### config.mk
export PLATFORM = sky130hd
export DESIGN_NAME = row_zero_elimination_unit_flat
export DESIGN_NICKNAME = d
export VERILOG_FILES = /design/src/rtl/core/rze_pkg.sv /design/src/rtl/core/rze_row_if.sv /design/src/rtl/core/rze_pack_if.sv /design/src/rtl/core/rze_shift_stage.sv /design/src/rtl/core/row_zero_elimination_unit.sv /design/src/flat_wrapper.sv
export VERILOG_INCLUDE_DIRS = /design/src /design/src/rtl/core
export SDC_FILE = /design/constraint.sdc
export NUM_CORES = 1
export LEC_CHECK = 0
export ABC_AREA = 1
export BUFFER_PORTS_ARGS = -buffer_cell sky130_fd_sc_hd__buf_4
export CORE_MARGIN = 2
export CORE_UTILIZATION = 55
export CTS_CLUSTER_SIZE = 40
export DETAILED_ROUTE_END_ITERATION = 12
export GPL_TIMING_DRIVEN = 0
export PLACE_DENSITY = 0.77
export RECOVER_POWER = 100
export SYNTH_ARGS = -nofsm -noshare
export SYNTH_HDL_FRONTEND = slang
export SYNTH_SLANG_ARGS = --single-unit
### constraint.sdc
create_clock -name clk_i -period 12.08 [get_ports clk_i]
set_clock_uncertainty 0.1 [all_clocks]
set_input_delay 1.208 -clock clk_i [delete_from_list [all_inputs] [get_ports clk_i]]
set_output_delay 1.208 -clock clk_i [all_outputs]
set_load 0.05 [all_outputs]
### src/rtl/core/assert_macros.svh
// Assertion macros for the row zero elimination RTL
`ifndef ASSERT_MACROS_SVH
`define ASSERT_MACROS_SVH

// Same-cycle implication, disabled while reset is asserted
`define RZE_ASSERT_IMPLY(label, clk, rst_n, ante, cons) \
  label: assert property (@(posedge clk) disable iff (!(rst_n)) (ante) |-> (cons)) \
    else $error("rze assertion failed");

// Next-cycle implication, disabled while reset is asserted
`define RZE_ASSERT_NEXT(label, clk, rst_n, ante, cons) \
  label: assert property (@(posedge clk) disable iff (!(rst_n)) (ante) |=> (cons)) \
    else $error("rze assertion failed");

`endif

### src/rtl/core/rze_pkg.sv
// Package: constants and types of the row zero elimination unit
`default_nettype none
package rze_pkg;

  // Row geometry
  localparam int LANES          = 8;
  localparam int SHIFT_W        = $clog2(LANES);
  localparam int CNT_W          = $clog2(LANES) + 1;
  localparam int NUM_SHIFT_STG  = $clog2(LANES);
  localparam int ELEM_WIDTH_DEF = 16;

  // Configuration port
  localparam int APB_DATA_W     = 32;
  localparam int APB_ADDR_W     = 3;
  localparam int ROW_LEN_W      = 4;
  localparam logic [ROW_LEN_W-1:0] ROW_LEN_RESET = ROW_LEN_W'(LANES);

  // Register indexes
  localparam logic REG_ROW_LENGTH = 1'b0;

  // Control fields that travel with a row through the pipeline
  typedef struct packed {
    logic             last;
    logic [CNT_W-1:0] count;
  } rze_ctrl_t;

endpackage
`default_nettype wire

### src/rtl/core/rze_row_if.sv
// Interface: input row channel (eight lanes plus last-row flag)
`default_nettype none
interface rze_row_if #(
  parameter int ELEM_WIDTH = rze_pkg::ELEM_WIDTH_DEF
);
  logic                  valid;
  logic                  ready;
  logic [ELEM_WIDTH-1:0] lane_0;
  logic [ELEM_WIDTH-1:0] lane_1;
  logic [ELEM_WIDTH-1:0] lane_2;
  logic [ELEM_WIDTH-1:0] lane_3;
  logic [ELEM_WIDTH-1:0] lane_4;
  logic [ELEM_WIDTH-1:0] lane_5;
  logic [ELEM_WIDTH-1:0] lane_6;
  logic [ELEM_WIDTH-1:0] lane_7;
  logic                  row_last;

  modport source (
    output valid, lane_0, lane_1, lane_2, lane_3, lane_4, lane_5, lane_6, lane_7,
           row_last,
    input  ready
  );
  modport sink (
    input  valid, lane_0, lane_1, lane_2, lane_3, lane_4, lane_5, lane_6, lane_7,
           row_last,
    output ready
  );
endinterface
`default_nettype wire

### src/rtl/core/rze_pack_if.sv
// Interface: packed result channel (compacted lanes, count, last-row flag)
`default_nettype none
interface rze_pack_if #(
  parameter int ELEM_WIDTH = rze_pkg::ELEM_WIDTH_DEF
);
  logic                       valid;
  logic                       ready;
  logic [ELEM_WIDTH-1:0]      packed_0;
  logic [ELEM_WIDTH-1:0]      packed_1;
  logic [ELEM_WIDTH-1:0]      packed_2;
  logic [ELEM_WIDTH-1:0]      packed_3;
  logic [ELEM_WIDTH-1:0]      packed_4;
  logic [ELEM_WIDTH-1:0]      packed_5;
  logic [ELEM_WIDTH-1:0]      packed_6;
  logic [ELEM_WIDTH-1:0]      packed_7;
  logic [rze_pkg::CNT_W-1:0]  nonzero_count;
  logic                       last_row_out;

  modport source (
    output valid, packed_0, packed_1, packed_2, packed_3, packed_4, packed_5,
           packed_6, packed_7, nonzero_count, last_row_out,
    input  ready
  );
  modport sink (
    input  valid, packed_0, packed_1, packed_2, packed_3, packed_4, packed_5,
           packed_6, packed_7, nonzero_count, last_row_out,
    output ready
  );
endinterface
`default_nettype wire

### src/rtl/core/rze_shift_stage.sv
// One registered stage of the log shifter: moves tagged elements down by 2^BIT
`default_nettype none
module rze_shift_stage #(
  parameter int ELEM_WIDTH = rze_pkg::ELEM_WIDTH_DEF,
  parameter int BIT        = 0
) (
  input  wire logic                          clk_i,
  input  wire logic                          rst_ni,
  input  wire logic                          en_i,
  input  wire logic                          vld_i,
  input  wire logic [ELEM_WIDTH-1:0]         lane_i  [rze_pkg::LANES],
  input  wire logic [rze_pkg::SHIFT_W-1:0]   shift_i [rze_pkg::LANES],
  input  wire rze_pkg::rze_ctrl_t            ctrl_i,
  output logic                               vld_o,
  output logic [ELEM_WIDTH-1:0]              lane_o  [rze_pkg::LANES],
  output logic [rze_pkg::SHIFT_W-1:0]        shift_o [rze_pkg::LANES],
  output rze_pkg::rze_ctrl_t                 ctrl_o
);
  import rze_pkg::*;

  localparam int DIST = 1 << BIT;

  logic                  mov     [LANES];
  logic [ELEM_WIDTH-1:0] lane_d  [LANES];
  logic [SHIFT_W-1:0]    shift_d [LANES];
  logic [ELEM_WIDTH-1:0] lane_q  [LANES];
  logic [SHIFT_W-1:0]    shift_q [LANES];
  rze_ctrl_t             ctrl_q;
  logic                  vld_q;

  // An element moves when it is nonzero and its count has this bit set
  always_comb begin
    for (int i = 0; i < LANES; i++) begin
      mov[i] = (i >= DIST) && (lane_i[i] != '0) && shift_i[i][BIT];
    end
  end

  // Arriving element wins; a lane that sends its element away is cleared
  always_comb begin
    for (int j = 0; j < LANES; j++) begin
      lane_d[j]  = lane_i[j];
      shift_d[j] = shift_i[j];
      if ((j + DIST < LANES) && mov[(j + DIST) % LANES]) begin
        lane_d[j]  = lane_i[(j + DIST) % LANES];
        shift_d[j] = shift_i[(j + DIST) % LANES];
      end else if (mov[j]) begin
        lane_d[j]  = '0;
        shift_d[j] = '0;
      end
    end
  end

  // Valid bit
  always_ff @(posedge clk_i or negedge rst_ni) begin
    if (!rst_ni) begin
      vld_q <= 1'b0;
    end else if (en_i) begin
      vld_q <= vld_i;
    end
  end

  // Payload
  always_ff @(posedge clk_i) begin
    if (en_i && vld_i) begin
      lane_q  <= lane_d;
      shift_q <= shift_d;
      ctrl_q  <= ctrl_i;
    end
  end

  assign vld_o   = vld_q;
  assign lane_o  = lane_q;
  assign shift_o = shift_q;
  assign ctrl_o  = ctrl_q;

endmodule
`default_nettype wire

### src/rtl/core/row_zero_elimination_unit.sv
// Top level: row zero elimination (prefix zero count and log shifter)
//
//  channel   | role    | payload
//  ----------+---------+----------------------------------------------------
//  rows_i    | sink    | lane_0..lane_7 (ELEM_WIDTH), row_last
//  packed_o  | source  | packed_0..packed_7, nonzero_count (4), last_row_out
//  APB       | slave   | row_length at byte address 0, pready always high
//
// One row per cycle while the output is not stalled; a row passes one registered
// stage for lane masking and the prefix zero count, then one stage per shifter bit.
// Reset clears all stage valid bits and sets row_length to 8.
// Each stage takes a new row when it is empty or its successor advances, so a
// stalled output only backs up full stages and bubbles are squeezed out.
`default_nettype none
`include "assert_macros.svh"
module row_zero_elimination_unit #(
  parameter int ELEM_WIDTH = rze_pkg::ELEM_WIDTH_DEF
) (
  input  wire logic                              clk_i,
  input  wire logic                              rst_ni,
  rze_row_if.sink                                rows_i,
  rze_pack_if.source                             packed_o,
  input  wire logic                              psel,
  input  wire logic                              penable,
  input  wire logic                              pwrite,
  input  wire logic [rze_pkg::APB_ADDR_W-1:0]    paddr,
  input  wire logic [rze_pkg::APB_DATA_W-1:0]    pwdata,
  output logic      [rze_pkg::APB_DATA_W-1:0]    prdata,
  output logic                                   pready
);
  import rze_pkg::*;

  localparam int NS = NUM_SHIFT_STG;

  // Configuration register
  logic [ROW_LEN_W-1:0] row_length_q, row_length_d;
  logic                 reg_sel;

  // Stage 0 signals
  logic [ELEM_WIDTH-1:0] in_lane     [LANES];
  logic [ELEM_WIDTH-1:0] s0_lane_d   [LANES];
  logic [SHIFT_W-1:0]    s0_shift_d  [LANES];
  rze_ctrl_t             s0_ctrl_d;
  logic [ELEM_WIDTH-1:0] s0_lane_q   [LANES];
  logic [SHIFT_W-1:0]    s0_shift_q  [LANES];
  rze_ctrl_t             s0_ctrl_q;
  logic                  s0_vld_q;

  // Pipeline view: index 0 is stage 0, index k is shifter stage k
  logic                  pl_vld   [NS+1];
  logic                  pl_en    [NS+1];
  logic [ELEM_WIDTH-1:0] pl_lane  [NS+1][LANES];
  logic [SHIFT_W-1:0]    pl_shift [NS+1][LANES];
  rze_ctrl_t             pl_ctrl  [NS+1];

  logic                  src_ok;

  // APB register access
  assign pready  = 1'b1;
  assign reg_sel = (paddr[2] == REG_ROW_LENGTH);

  always_comb begin
    row_length_d = row_length_q;
    if (psel && penable && pwrite && reg_sel) begin
      row_length_d = pwdata[ROW_LEN_W-1:0];
    end
  end

  always_ff @(posedge clk_i or negedge rst_ni) begin
    if (!rst_ni) begin
      row_length_q <= ROW_LEN_RESET;
    end else begin
      row_length_q <= row_length_d;
    end
  end

  assign prdata = reg_sel ? APB_DATA_W'(row_length_q) : '0;

  // Input lanes as an array
  assign in_lane[0] = rows_i.lane_0;
  assign in_lane[1] = rows_i.lane_1;
  assign in_lane[2] = rows_i.lane_2;
  assign in_lane[3] = rows_i.lane_3;
  assign in_lane[4] = rows_i.lane_4;
  assign in_lane[5] = rows_i.lane_5;
  assign in_lane[6] = rows_i.lane_6;
  assign in_lane[7] = rows_i.lane_7;

  // Stage 0: mask unused lanes, prefix zero count, nonzero count
  always_comb begin
    logic [CNT_W-1:0] used;
    logic [CNT_W-1:0] zacc;
    logic             inuse;
    used = (CNT_W'(row_length_q) > CNT_W'(LANES)) ? CNT_W'(LANES) : CNT_W'(row_length_q);
    zacc = '0;
    for (int i = 0; i < LANES; i++) begin
      inuse         = (CNT_W'(i) < used);
      s0_lane_d[i]  = inuse ? in_lane[i] : '0;
      s0_shift_d[i] = zacc[SHIFT_W-1:0];
      if (inuse && (in_lane[i] == '0)) begin
        zacc = zacc + 1'b1;
      end
    end
    s0_ctrl_d.count = used - zacc;
    s0_ctrl_d.last  = rows_i.row_last;
  end

  always_ff @(posedge clk_i or negedge rst_ni) begin
    if (!rst_ni) begin
      s0_vld_q <= 1'b0;
    end else if (pl_en[0]) begin
      s0_vld_q <= rows_i.valid;
    end
  end

  always_ff @(posedge clk_i) begin
    if (pl_en[0] && rows_i.valid) begin
      s0_lane_q  <= s0_lane_d;
      s0_shift_q <= s0_shift_d;
      s0_ctrl_q  <= s0_ctrl_d;
    end
  end

  assign pl_vld[0]   = s0_vld_q;
  assign pl_lane[0]  = s0_lane_q;
  assign pl_shift[0] = s0_shift_q;
  assign pl_ctrl[0]  = s0_ctrl_q;

  // Stage enables: a stage loads when empty or when its successor loads
  always_comb begin
    pl_en[NS] = !pl_vld[NS] || packed_o.ready;
    for (int k = NS - 1; k >= 0; k--) begin
      pl_en[k] = !pl_vld[k] || pl_en[k+1];
    end
  end

  assign rows_i.ready = pl_en[0];

  // Log shifter, one registered stage per count bit
  for (genvar k = 1; k <= NS; k++) begin : g_shift
    rze_shift_stage #(
      .ELEM_WIDTH (ELEM_WIDTH),
      .BIT        (k - 1)
    ) u_stage (
      .clk_i   (clk_i),
      .rst_ni  (rst_ni),
      .en_i    (pl_en[k]),
      .vld_i   (pl_vld[k-1]),
      .lane_i  (pl_lane[k-1]),
      .shift_i (pl_shift[k-1]),
      .ctrl_i  (pl_ctrl[k-1]),
      .vld_o   (pl_vld[k]),
      .lane_o  (pl_lane[k]),
      .shift_o (pl_shift[k]),
      .ctrl_o  (pl_ctrl[k])
    );
  end

  // Result transaction
  assign packed_o.valid         = pl_vld[NS];
  assign packed_o.packed_0      = pl_lane[NS][0];
  assign packed_o.packed_1      = pl_lane[NS][1];
  assign packed_o.packed_2      = pl_lane[NS][2];
  assign packed_o.packed_3      = pl_lane[NS][3];
  assign packed_o.packed_4      = pl_lane[NS][4];
  assign packed_o.packed_5      = pl_lane[NS][5];
  assign packed_o.packed_6      = pl_lane[NS][6];
  assign packed_o.packed_7      = pl_lane[NS][7];
  assign packed_o.nonzero_count = pl_ctrl[NS].count;
  assign packed_o.last_row_out  = pl_ctrl[NS].last;

  // Every surviving element's carried count points back to a real lane
  always_comb begin
    src_ok = 1'b1;
    for (int j = 0; j < LANES; j++) begin
      if ((pl_lane[NS][j] != '0) &&
          ((CNT_W'(j) + CNT_W'(pl_shift[NS][j])) >= CNT_W'(LANES))) begin
        src_ok = 1'b0;
      end
    end
  end

  // Checks
  `RZE_ASSERT_IMPLY(a_ready_only_when_full, clk_i, rst_ni,
    !rows_i.ready, s0_vld_q)
  `RZE_ASSERT_NEXT(a_stalled_stage_holds, clk_i, rst_ni,
    pl_vld[1] && !pl_en[1], pl_vld[1])
  `RZE_ASSERT_IMPLY(a_empty_row_is_zero, clk_i, rst_ni,
    packed_o.valid && (packed_o.nonzero_count == '0), packed_o.packed_0 == '0)
  `RZE_ASSERT_IMPLY(a_top_lane_clear, clk_i, rst_ni,
    packed_o.valid && (packed_o.nonzero_count < CNT_W'(LANES)), packed_o.packed_7 == '0)
  `RZE_ASSERT_IMPLY(a_count_source_ok, clk_i, rst_ni,
    packed_o.valid, src_ok)

endmodule
`default_nettype wire

### src/flat_wrapper.sv
// flat-port wrapper written by rule: the top's interface ports become plain ports
module row_zero_elimination_unit_flat import rze_pkg::*;
#(
  parameter int ELEM_WIDTH = rze_pkg::ELEM_WIDTH_DEF
)
  (clk_i, rst_ni, psel, penable, pwrite, paddr, pwdata, prdata, pready, rows_i_valid, rows_i_lane_0, rows_i_lane_1, rows_i_lane_2, rows_i_lane_3, rows_i_lane_4, rows_i_lane_5, rows_i_lane_6, rows_i_lane_7, rows_i_row_last, rows_i_ready, packed_o_valid, packed_o_packed_0, packed_o_packed_1, packed_o_packed_2, packed_o_packed_3, packed_o_packed_4, packed_o_packed_5, packed_o_packed_6, packed_o_packed_7, packed_o_nonzero_count, packed_o_last_row_out, packed_o_ready);
  rze_row_if #(.ELEM_WIDTH(ELEM_WIDTH)) rows_i_i ();
  rze_pack_if #(.ELEM_WIDTH(ELEM_WIDTH)) packed_o_i ();
  input  wire logic clk_i;
  input  wire logic rst_ni;
  input  wire logic psel;
  input  wire logic penable;
  input  wire logic pwrite;
  input  wire logic [rze_pkg::APB_ADDR_W-1:0] paddr;
  input  wire logic [rze_pkg::APB_DATA_W-1:0] pwdata;
  output logic      [rze_pkg::APB_DATA_W-1:0] prdata;
  output logic pready;
  input wire logic [$bits(rows_i_i.valid)-1:0] rows_i_valid;
  input wire logic [$bits(rows_i_i.lane_0)-1:0] rows_i_lane_0;
  input wire logic [$bits(rows_i_i.lane_1)-1:0] rows_i_lane_1;
  input wire logic [$bits(rows_i_i.lane_2)-1:0] rows_i_lane_2;
  input wire logic [$bits(rows_i_i.lane_3)-1:0] rows_i_lane_3;
  input wire logic [$bits(rows_i_i.lane_4)-1:0] rows_i_lane_4;
  input wire logic [$bits(rows_i_i.lane_5)-1:0] rows_i_lane_5;
  input wire logic [$bits(rows_i_i.lane_6)-1:0] rows_i_lane_6;
  input wire logic [$bits(rows_i_i.lane_7)-1:0] rows_i_lane_7;
  input wire logic [$bits(rows_i_i.row_last)-1:0] rows_i_row_last;
  output wire logic [$bits(rows_i_i.ready)-1:0] rows_i_ready;
  output wire logic [$bits(packed_o_i.valid)-1:0] packed_o_valid;
  output wire logic [$bits(packed_o_i.packed_0)-1:0] packed_o_packed_0;
  output wire logic [$bits(packed_o_i.packed_1)-1:0] packed_o_packed_1;
  output wire logic [$bits(packed_o_i.packed_2)-1:0] packed_o_packed_2;
  output wire logic [$bits(packed_o_i.packed_3)-1:0] packed_o_packed_3;
  output wire logic [$bits(packed_o_i.packed_4)-1:0] packed_o_packed_4;
  output wire logic [$bits(packed_o_i.packed_5)-1:0] packed_o_packed_5;
  output wire logic [$bits(packed_o_i.packed_6)-1:0] packed_o_packed_6;
  output wire logic [$bits(packed_o_i.packed_7)-1:0] packed_o_packed_7;
  output wire logic [$bits(packed_o_i.nonzero_count)-1:0] packed_o_nonzero_count;
  output wire logic [$bits(packed_o_i.last_row_out)-1:0] packed_o_last_row_out;
  input wire logic [$bits(packed_o_i.ready)-1:0] packed_o_ready;
  assign rows_i_i.valid = rows_i_valid;
  assign rows_i_i.lane_0 = rows_i_lane_0;
  assign rows_i_i.lane_1 = rows_i_lane_1;
  assign rows_i_i.lane_2 = rows_i_lane_2;
  assign rows_i_i.lane_3 = rows_i_lane_3;
  assign rows_i_i.lane_4 = rows_i_lane_4;
  assign rows_i_i.lane_5 = rows_i_lane_5;
  assign rows_i_i.lane_6 = rows_i_lane_6;
  assign rows_i_i.lane_7 = rows_i_lane_7;
  assign rows_i_i.row_last = rows_i_row_last;
  assign rows_i_ready = rows_i_i.ready;
  assign packed_o_valid = packed_o_i.valid;
  assign packed_o_packed_0 = packed_o_i.packed_0;
  assign packed_o_packed_1 = packed_o_i.packed_1;
  assign packed_o_packed_2 = packed_o_i.packed_2;
  assign packed_o_packed_3 = packed_o_i.packed_3;
  assign packed_o_packed_4 = packed_o_i.packed_4;
  assign packed_o_packed_5 = packed_o_i.packed_5;
  assign packed_o_packed_6 = packed_o_i.packed_6;
  assign packed_o_packed_7 = packed_o_i.packed_7;
  assign packed_o_nonzero_count = packed_o_i.nonzero_count;
  assign packed_o_last_row_out = packed_o_i.last_row_out;
  assign packed_o_i.ready = packed_o_ready;
  row_zero_elimination_unit #(.ELEM_WIDTH(ELEM_WIDTH)) u_core (.clk_i(clk_i), .rst_ni(rst_ni), .rows_i(rows_i_i), .packed_o(packed_o_i), .psel(psel), .penable(penable), .pwrite(pwrite), .paddr(paddr), .pwdata(pwdata), .prdata(prdata), .pready(pready));
endmodule
Word level (Yosys, flattened, before mapping):

Index checks and enable logic that the tools add are counted.

* $lt $le $gt $ge: 9
* muxes and demuxes: 51
* reduce and logical (&&, ||, !) cells: 65
* add/subtract/negate cells: 8
* bitwise operators: 1

Operators with widths (number)
* 2-to-1 mux 16 bit: 27
* nonzero test 16 bit: 17
* zero test 16 bit: 8
* 2-to-1 mux 3 bit: 11
* logical AND 1 bit: 32
* 2-to-1 mux 4 bit: 7
* adder 4 x 1 -> 4 bit, second input constant: 4
* less-than comparator 3 x 4 -> 1 bit, first input constant: 4
* 2-to-1 mux 2 bit: 5
* less-than comparator 1 x 4 -> 1 bit, first input constant: 2
* less-than comparator 2 x 4 -> 1 bit, first input constant: 2
* adder 3 x 1 -> 4 bit, second input constant: 1
* > comparator 4 bit, second input constant: 1
* zero test 1 bit: 4
* logical OR 1 bit: 4
* subtractor 4 bit: 1
* adder 2 x 1 -> 3 bit, second input constant: 1
* adder 1 x 1 -> 2 bit, second input constant: 1
* 2-to-1 mux 1 bit: 1
* inverter 1 bit: 1

* input port bits: 171
* logic and storage cells: 196
* bits in registers: 585
* output and inout port bits: 168

Longest topological paths before layout:

Gate-level depths: netlist (run 1).

* word-level depth: 20
* gate-level depth with buffers: 40
* gate-level depth less buffers: 39

By module:

From an unflattened synthesis (run 1), not the netlist that was laid out.

* cells, all modules: 2748
* area total of the unflattened synthesis: 28647.5 µm²

By module, submodules not included
* rze_shift_stage at u_core.g_shift[1].u_stage: cells an instance 746, instances 1, area an instance 7369.6 µm², seq. area each 4739.5 µm²
* row_zero_elimination_unit: cells an instance 732, instances 1, area an instance 7300.8 µm², seq. area each 4660.7 µm²
* rze_shift_stage at u_core.g_shift[2].u_stage: cells an instance 704, instances 1, area an instance 7176.9 µm², seq. area each 4739.5 µm²
* rze_shift_stage at u_core.g_shift[3].u_stage: cells an instance 566, instances 1, area an instance 6800.3 µm², seq. area each 4739.5 µm²

Worst setup path after synthesis (run 1):

No wires, ideal clock.

* path kind: in2reg
* start point: input packed_o_ready
* end point: register u_core.s0_ctrl_q (netlist bit u_core.pl_ctrl[15]) (enable)
* cell stages on the path: 8
* data arrival time: 7.852 ns
* setup time: 0.665 ns
* slack: 3.463 ns
* path through: nor2_1 > inv_1 > nor2_1 > inv_1 > nor2_1 > inv_1 > nor2_1 > nor2_1

* cells in the longest elaborated chain, start to end: 5

Ends and longest elaborated chain
* start, declared: line flat_wrapper.sv:40 `input wire logic [$bits(packed_o_i.ready)-1:0] packed_o_ready;`
* logical OR 1 bit: line row_zero_elimination_unit.sv:131 `pl_en[NS] = !pl_vld[NS] || packed_o.ready;`
* logical OR 1 bit (3 in a row): line row_zero_elimination_unit.sv:133 `pl_en[k] = !pl_vld[k] || pl_en[k+1];`
* logical AND 1 bit: line row_zero_elimination_unit.sv:117 `if (pl_en[0] && rows_i.valid) begin`
* end signal, assigned: line row_zero_elimination_unit.sv:120 `s0_ctrl_q <= s0_ctrl_d;`
* end, declared: line row_zero_elimination_unit.sv:46 `rze_ctrl_t s0_ctrl_q;`

Every way passes these cells.
A chain may end at the register's enable or synchronous reset.

==> results of run 1 <==
flip-flops by register name (all words and copies together), names as in the netlist:
| register | flops |
|---|---|
| u_core.g_shift.u_stage.lane_o | 384 |
| u_core.pl_lane | 128 |
| u_core.pl_shift | 17 |
| u_core.g_shift.u_stage.ctrl_o | 15 |
| u_core.g_shift.u_stage.shift_o | 14 |
| u_core.pl_ctrl | 5 |
| u_core.row_length_q | 4 |
| u_core.g_shift.u_stage.vld_o | 3 |
| u_core.s0_vld_q | 1 |
per-stage QoR:
stage	power (uW)	utilization, %	hold slack (ns)	setup slack (ns)	instance area, um^2
after floorplan	3320	-	0.300	3.46	24900
after global placement	3690	62.5	0.303	1.55	27800
after detailed placement	3690	63.0	0.305	4.90	28000
after CTS	5400	67.1	0.294	4.92	29800
after global routing	5500	65.3	0.318	3.89	29000
final	5310	65.3	0.318	4.49	29000
per-layer routing:
layer / vias to the layer above / track usage (%) / share of wire, %
met5: - / 0 / 0
met4: 0 / 8.06 / 2.9
met3: 107 / 4.07 / 7.0
met2: 741 / 43.3 / 48
met1: 8259 / 36.7 / 43
li1: 8365 / - / -
report_power, final:
group | total (uW) | switching [uW] | internal (uW)
Clock | 1720 | 711 | 1010
Combinational | 905 | 722 | 183
Sequential | 2690 | 130 | 2560
cell families (layout without fill, tap and decap cells):
kind of cell | count (synthesis) | in the layout | share of synthesized area (%)
simple gates | 802 | 802 | 14.5
buf+inv | 593 | 980 | 9.44
flops | 571 | 571 | 68.9
compound gates | 302 | 302 | 6.41
fa+ha+maj | 11 | 11 | 0.585
xor+xnor | 3 | 3 | 0.106
other cells | 2 | 29 | 0.0303
mux | 1 | 1 | 0.0403
synth_stat cells, types with 3 or more instances:
library cell / number / area [um^2]
edfxtp_1: 563 / 16900
inv_1: 471 / 1770
o21ai_0: 281 / 1410
nor2_1: 250 / 938
nand2_1: 234 / 878
nand3_1: 194 / 971
clkbuf_1: 83 / 312
nand4_1: 64 / 400
nor4_1: 36 / 225
buf_4: 29 / 218
ha_1: 10 / 125
dfrtp_1: 7 / 175
o41ai_1: 7 / 61.3
a21oi_1: 5 / 25.0
inv_2: 4 / 15.0
nand2_2: 4 / 25.0
nand3_2: 4 / 40.0
clkinv_1: 3 / 11.3
nor3_1: 3 / 15.0
o41ai_2: 3 / 48.8
worst max-delay path: cells and delay by family, from the launching register on:
family | cells | cell delay (ns)
flops | 1 | 0.40
fa+ha+maj | 7 | 1.94
simple gates | 22 | 3.45
compound gates | 2 | 0.37
xor+xnor | 1 | 0.22
buf+inv | 6 | 0.85
final timing paths:
kind,start,end,slack (ns),depth (start not counted)
worst min-delay path,u_core.g_shift[1].u_stage.ctrl_o[3],u_core.g_shift[2].u_stage.ctrl_o[3],0.32,0
min in group asynchronous,rst_ni,u_core.row_length_q[2],0.43,1
worst max-delay path,u_core.row_length_q[3],u_core.pl_ctrl[18],4.49,38
max in group asynchronous,rst_ni,u_core.row_length_q[3],11.10,1
worst min register to register,u_core.g_shift[1].u_stage.ctrl_o[3],u_core.g_shift[2].u_stage.ctrl_o[3],0.32,0
worst max register to register,u_core.row_length_q[3],u_core.pl_ctrl[18],4.49,38
area by class of cell:
class	instances	area (um^2)
repair buffers	288	1600
fillers	3504	15400
well taps	592	741
flip-flops and latches	571	17100
plain buffers	115	541
clock buffers	63	1410
clock inverters	36	413
multi-input cells	1148	5420
inverters	478	1800
==> run metrics, run 1 <==
Reg clk slew, reported paths about 0.060 ns; Final min period 7.59 ns; status complete, but fails checks; setup bufs post-CTS 0; Hold Vio Cnt, Final 0; Antenna Nets Post-Route 0; CP max-delay cell nor2_1; hold-fix buffers at CTS 0; first-pass GRT wire length between 90000 and 100000 um; Setup violations, final 0; setup_tns 0 ns; Cells after DPL around 3200; row count slightly below 80; Root Driver clkbuf_16; Avg Cell Area, Syn between 10 and 15 um^2; layout cells sized above 1 9.74%; Pwr Density 183 mW/mm^2; max incr delay on CP 0.64 ns; Die W 216 um; routability cong. roughly 1; DR DRC count 0; TritonCTS buffer count 54; Die Y 216 um; Port-buffer cells about 280; Cells after Synth 2285; WS Path Type reg2reg; die area 0.0469 mm^2; Post-Route WL 62000 um; CTS H-tree depth 2; most frequent cells in the layout edfxtp_1 (563), inv_1 (471), o21ai_0 (284); clk sink count about 570; CP most frequent cell nand2_1; count of different cell masters after synthesis 42; nets between 2000 and 3000; sequential-to-total area share from yosys stat 68.9%; GRT Overall Usage roughly a quarter; worst-path fanout max 10; Startpoint Class flop; measured slew at the worst slew-check pin between 5 and 6 ns; Final period util 62.9%; synthesized flop and latch total 571; Critical Path AT roughly 8 ns; Starting Density between 50% and 60%; worst skew pair latency approximately 0.61 ns; routed via count 17472; Max Buffers Root-to-Sink 3; initial DRC count 1724; CP Capture Type flop; Async SR Flop Fraction 1.40%; largest net degree at the start of global routing 117; most used flip-flop cell after synthesis edfxtp_1; VDD IR-drop max 107 uV; WP data required 12.34 ns; DP HPWL 48900 um; wire per inst 18.8 um; pins over their slew limit 506; Layout Cells excl Fill 3291; Core ar. 0.0444 mm^2; Pre-antenna DRT Iters 6; total gr overflow 0; failing checks capacitance limit, slew limit; Max Cap Viol 10; antenna diode count 0; normalized max-slew margin -283%; Max Freq 132 MHz; Hold/Removal Path Class reg2reg; DR vias/cell 5.31; Area Growth Syn to Fin 16.9%; Post-synth EDFFs ~560; initial antenna violation count 1; Yosys warning total 0; leakage between 0.01 and 0.015 uW; CTS tree yes; RSZ-0062 raised after global routing no; number of global-route vias before repair 16764; CTS resizes 0; Cell Area, Synth 0.0248 mm^2; commonest non-fill, non-tap cell in the layout edfxtp_1; IO Pins 339
(Power assumes the default switching activity.)
==> run 2, diff against run 1 <==
==> constraint.sdc (replaced) <==
create_clock -name clk_i -period 7.2 [get_ports clk_i]
set_clock_uncertainty 0.1 [all_clocks]
set_input_delay 0.72 -clock clk_i [delete_from_list [all_inputs] [get_ports clk_i]]
set_output_delay 0.72 -clock clk_i [all_outputs]
set_load 0.05 [all_outputs]
==> run 2 against run 1 <==
Net effect:
- utilization increased by 0.056 points
- routed wire length down 0.71%
- count of clock-buffer cells in the layout is 2 higher
- non-clock buffer count rose by 1
- clock power increased by 63%
- sequential share of layout area is 0.051 points lower
- worst hold slack got worse by 0.10 ns
- critical path type unchanged
- power is 66% higher
- sequential power up 67%
- critical endpoint unchanged
- die area stayed put
- flip-flop and latch count did not move
- register-to-register slack got worse by 4.0 ns
- the flow still finishes with violations (capacitance limit, slew limit)
==> run metrics, run 2 (synthesis results as in run 1) <==
Max Freq 150 MHz; Cells after DPL roughly 3200; CTS tree yes; register share of total power between 50% and 60%; Area after DPL 0.0280 mm^2; failing checks capacitance limit, slew limit; TritonCTS buffer count 55; Core ar. 0.0444 mm^2; CTS H-tree depth 2; Max Cap Viol 8; WS Path Type reg2reg; measured slew at the worst slew-check pin around 2.7 ns; nets 2840; Core Util, Final 65.4%; layout cells sized above 1 10.2%; CP most frequent cell nand2_1; antenna diode count 0; Max Buffers Root-to-Sink 3; DR DRC count 0; Reg clk slew, reported paths 0.06 ns; pre-CTS setup slack 0.00565 ns; DP HPWL a little under 50000 um; Pwr Density just over 300 mW/mm^2; Setup WS post-layout around 0.53 ns; Reg2Reg Setup Slack 0.53 ns; Switching Share 29.7%; power share of the clock group 31.9%; combinational group share of total power 17.2%; Antenna Nets Post-Route 0; Pre-antenna DRT Iters 6; leakage approximately 0.012 uW; r2r endpoint u_core.pl_ctrl[18]; Critical Path AT 6.93 ns; max reg flops 384; multi-input logic area 0.00543 mm^2; commonest non-fill, non-tap cell in the layout edfxtp_1; Root Driver clkbuf_16; Port-buffer cells roughly 280; sequential cell area 0.0171 mm^2; Hold EP u_core.pl_ctrl[19]; Fill cells 3472; VDD IR-drop max 230 uV; Startpoint Class flop; pins over their slew limit 420; RSZ-0062 raised after global routing no; die area 0.0469 mm^2; worst-path fanout max 10; max incr delay on CP about 0.57 ns; Die W 216 um; clk sink count around 570; routability cong. between 1 and 1.5; Die Y 216 um; Layout Cells excl Fill about 3300; largest net degree at the start of global routing around 120; Setup violations, final 0; Area Growth Syn to Fin 17.0%; most frequent cells in the layout edfxtp_1 (563), inv_1 (471), o21ai_0 (283); Post-Route WL 61600 um; final instance area 0.0290 mm^2; initial antenna violation count 3; initial DRC count around 1900; WP data required 7.46 ns; Hold Path Origin rows_i_row_last; normalized max-slew margin -77.1%; setup_tns 0 ns; Sw Pwr 2620 uW; GRT Overall Usage 26.2%; CP Capture Type flop; IO Pins 339; worst skew pair latency 0.62 ns; RR Startpoint u_core.row_length_q[3]; DR vias/cell between 5 and 6; hold depth 1; Final period util 92.6%; Int Pwr 6200 uW; status complete, but fails checks; wire per inst ~19 um; number of global-route vias before repair 16640; Starting Density ~56%; Hold/Removal Path Class in2reg; routed via count roughly 17000; first-pass GRT wire length around 93000 um; row count 77; Final min period 6.67 ns; Hold Vio Cnt, Final 0; total gr overflow 0; CP max-delay cell dfstp_2; Worst R2R Path Depth 38
## run 2: changes by cell type in the layout (fill, tap and decap cells not counted), moves of 4 or more
cell,previous run,this run
buf_4,163,167
bufinv_16,8,4
clkbuf_1,244,236
clkbuf_2,0,4
## run 2: power groups by stage
stage | Sequential, uW | Combinational, uW | Clock (uW)
2_1_floorplan | 4910 | 654 | 0
3_3_place_gp | 4590 | 1590 | 0
3_5_place_dp | 4540 | 1640 | 0
4_1_cts | 4470 | 1650 | 2850
5_1_grt | 4530 | 1650 | 2970
6_report | 4490 | 1520 | 2810
## run 2: worst max path at each step
| stage | startpoint | to | depth (start not counted) |
|---|---|---|---|
| after global placement | packed_o_ready | u_core.g_shift[3].u_stage.ctrl_o[4] | 3 |
| after CTS | u_core.row_length_q[3] | u_core.pl_ctrl[18] | 38 |
| after floorplan | packed_o_ready | u_core.g_shift[3].u_stage.ctrl_o[0] | 2 |
| after global routing | u_core.row_length_q[3] | u_core.pl_ctrl[18] | 38 |
| final | u_core.row_length_q[3] | u_core.pl_ctrl[18] | 38 |
| after detailed placement | u_core.row_length_q[3] | u_core.pl_ctrl[18] | 38 |
## run 2: repair_timing
item | in CTS | in global routing
setup endpoints to repair | 1 | 1
resized for setup | 1 | 2
setup buffers | 0 | 0
hold endpoints to repair | 7 | 0
gates cloned | 0 | 0
hold buffers | 1 | 0
## run 2: layer usage
layer,GRT usage (%),up-vias,share of wire (%)
met5,0,-,0.024
li1,-,8376,-
met2,42.4,678,47
met3,3.51,108,6.6
met1,36.9,8111,43
met4,9.27,2,3.2
## run 2: worst max-delay path, delay by kind of cell, from the launching register on
| kind | cells | cell delay [ns] |
|---|---|---|
| and+or+nand+nor | 22 | 2.54 |
| xor gates and xnor gates | 1 | 0.22 |
| adders and majority gates | 7 | 2.10 |
| AOI/OAI and AO/OA | 2 | 0.37 |
| DFF | 1 | 0.57 |
| buffers and inverters | 6 | 0.49 |
## run 2: final cells by class
type / count / share of cell area (%)
sequential: 571 / 58.9
timing repair buffer: 289 / 5.57
tap: 592 / 2.55
clock inverter: 36 / 1.13
buffer: 115 / 1.89
multi-input combinational: 1148 / 18.7
clock buffer: 65 / 5.08
inverter: 478 / 6.19
## run 2: metrics by stage
step | power (uW) | hold WS (ns)
after floorplan | 5560 | 0.300
after global placement | 6180 | 0.302
after CTS | 8970 | 0.165
final | 8820 | 0.217
after detailed placement | 6180 | 0.305
after global routing | 9150 | 0.208
==> run 3, diff against run 2 <==
--- a/config.mk
+++ b/config.mk
@@ -8,7 +8,6 @@
 export LEC_CHECK = 0
 export ABC_AREA = 1
 export BUFFER_PORTS_ARGS = -buffer_cell sky130_fd_sc_hd__buf_4
-export CORE_MARGIN = 2
 export CORE_UTILIZATION = 55
 export CTS_CLUSTER_SIZE = 40
 export DETAILED_ROUTE_END_ITERATION = 12
==> run 3 against run 2 <==
Net effect:
- final area down 0.60%
- largest cell class unchanged
- sequential power about the same
- the run still ends with capacitance limit, slew limit left
- critical path depth unchanged
- largest power group unchanged
- utilization down 0.39 points
- setup slack worse by 0.039 ns
- via count up 0.89%
==> run metrics, run 3 (synthesis results as in run 1) <==
Setup WS post-layout roughly 0.49 ns; Max Cap Viol 10; status complete, but fails checks; normalized max-slew margin -81.1%; Hold Vio Cnt, Final 0; Max Buffers Root-to-Sink 3; Critical Path AT ~7 ns; Max Freq 149 MHz; layout cells sized above 1 9.81%; Area Growth Syn to Fin 16.3%; max incr delay on CP 0.56 ns; CTS tree yes; max reg flops 384; wire per inst approximately 19 um; commonest non-fill, non-tap cell in the layout edfxtp_1; CP max-delay cell dfstp_2; row count 77; leakage 0.0122 uW; Post-Route WL between 60000 and 70000 um; TritonCTS buffer count 55; Fill cells between 3000 and 4000; number of global-route vias before repair between 15000 and 20000; Pre-antenna DRT Iters 7; most frequent cells in the layout edfxtp_1 (563), inv_1 (470), o21ai_0 (283); Port-buffer cells approximately 280; hold_ws approximately 0.22 ns; GRT Overall Usage a little over a quarter; WS Path Type reg2reg; setup_tns 0 ns; initial DRC count about 1800; nets between 2000 and 3000; first-pass GRT wire length 92100 um; die area 0.0460 mm^2; Root Driver clkbuf_16; Core Util, Final 65.0%; Pwr Density about 300 mW/mm^2; RSZ-0062 raised after global routing no; CP Capture Type flop; total gr overflow 0; Die Y 214 um; WP data required 7.45 ns; worst-path fanout max 10; IO Pins 339; pins over their slew limit 492; initial antenna violation count 4; routability cong. 1.01; Startpoint Class flop; DR DRC count 0; largest net degree at the start of global routing roughly 120; Antenna Nets Post-Route 0; Reg clk slew, reported paths 0.06 ns; routed via count 17428; clk sink count 571; antenna diode count 0; Final period util 93.2%; DP HPWL roughly 49000 um; worst skew pair latency 0.61 ns; Core ar. ~0.044 mm^2; Die W between 200 and 250 um; Starting Density a little under three fifths; Hold/Removal Path Class in2reg; Final min period approximately 6.7 ns; Setup violations, final 0; DR vias/cell ~5.3; failing checks capacitance limit, slew limit; pre-CTS setup slack 0.0262 ns; CTS H-tree depth 2; Power, Total 8630 uW; measured slew at the worst slew-check pin 2.72 ns; CP most frequent cell nand2_1; VDD IR-drop max 195 uV
==> run 3: cell types whose count changed in the layout (fill, tap and decap cells not counted), moves of 2 or more <==
cell | previous run | this run
clkbuf_16 | 57 | 55
clkinv_2 | 13 | 11
clkbuf_8 | 2 | 0
bufinv_16 | 4 | 1
clkbuf_1 | 236 | 249
clkinvlp_4 | 1 | 3
==> run 3: per-layer routing <==
layer	vias up	GRT usage [%]	part of all wire [%]
met5	-	0	0.069
met4	2	9.48	3.7
met3	139	4.21	7.4
met2	810	42.8	46
met1	8103	36.4	43
li1	8374	-	-
==> run 3: per-stage QoR <==
| stage | instances | cell area (um^2) |
|---|---|---|
| after floorplan | 2312 | 24900 |
| after global placement | 3183 | 27800 |
| after detailed placement | 3192 | 28000 |
| after CTS | 3294 | 29600 |
| after global routing | 3294 | 28900 |
| final | 3294 | 28900 |
==> run 3: layout make-up <==
| cell class | instances | area (um^2) | share of cell area, % |
|---|---|---|---|
| multi-input combinational | 1148 | 5430 | 18.8 |
| clock inverter | 29 | 196 | 0.680 |
| tap | 592 | 741 | 2.57 |
| timing repair buffer | 289 | 1610 | 5.59 |
| inverter | 478 | 1800 | 6.22 |
| clock buffer | 72 | 1440 | 4.99 |
| buffer | 115 | 548 | 1.90 |
| sequential | 571 | 17100 | 59.3 |
==> run 3: path summary, 6_finish.rpt <==
kind	startpoint	end	slack [ns]	cells after the start
setup / recovery	u_core.row_length_q[3]	u_core.pl_ctrl[18]	0.49	38
hold / removal	rows_i_row_last	u_core.pl_ctrl[19]	0.22	1
setup reg to reg	u_core.row_length_q[3]	u_core.pl_ctrl[18]	0.49	38
hold reg to reg	u_core.pl_ctrl[16]	u_core.g_shift[1].u_stage.ctrl_o[1]	0.32	0
max in group asynchronous	rst_ni	u_core.row_length_q[3]	6.11	2
min in group asynchronous	rst_ni	u_core.row_length_q[2]	0.53	2
==> run 3: worst max-delay path, delay by kind of cell (launching register included) <==
| kind | cells | cell delay (ns) |
|---|---|---|
| AO/OA/AOI/OAI | 2 | 0.40 |
| XOR/XNOR | 1 | 0.20 |
| adder cells (fa/ha/maj) | 7 | 2.11 |
| AND/OR/NAND/NOR | 22 | 2.56 |
| buffers and inverters | 6 | 0.53 |
| flip-flops | 1 | 0.56 |
==> run 3: power by group <==
part / internal (uW) / leakage (uW) / switching, uW
clock network: 1450 / 0.000797 / 1160
logic: 310 / 0.00570 / 1210
registers: 4280 / 0.00566 / 216
==> run 3: timing repair <==
action                                  in CTS  in global routing
pin swaps                                    0                  0
endpoints found under the setup margin       1                  1
hold buffers                                 1                  0
setup buffers                                0                  0
endpoints found under the hold margin        7                  0
resized for setup                            1                  2
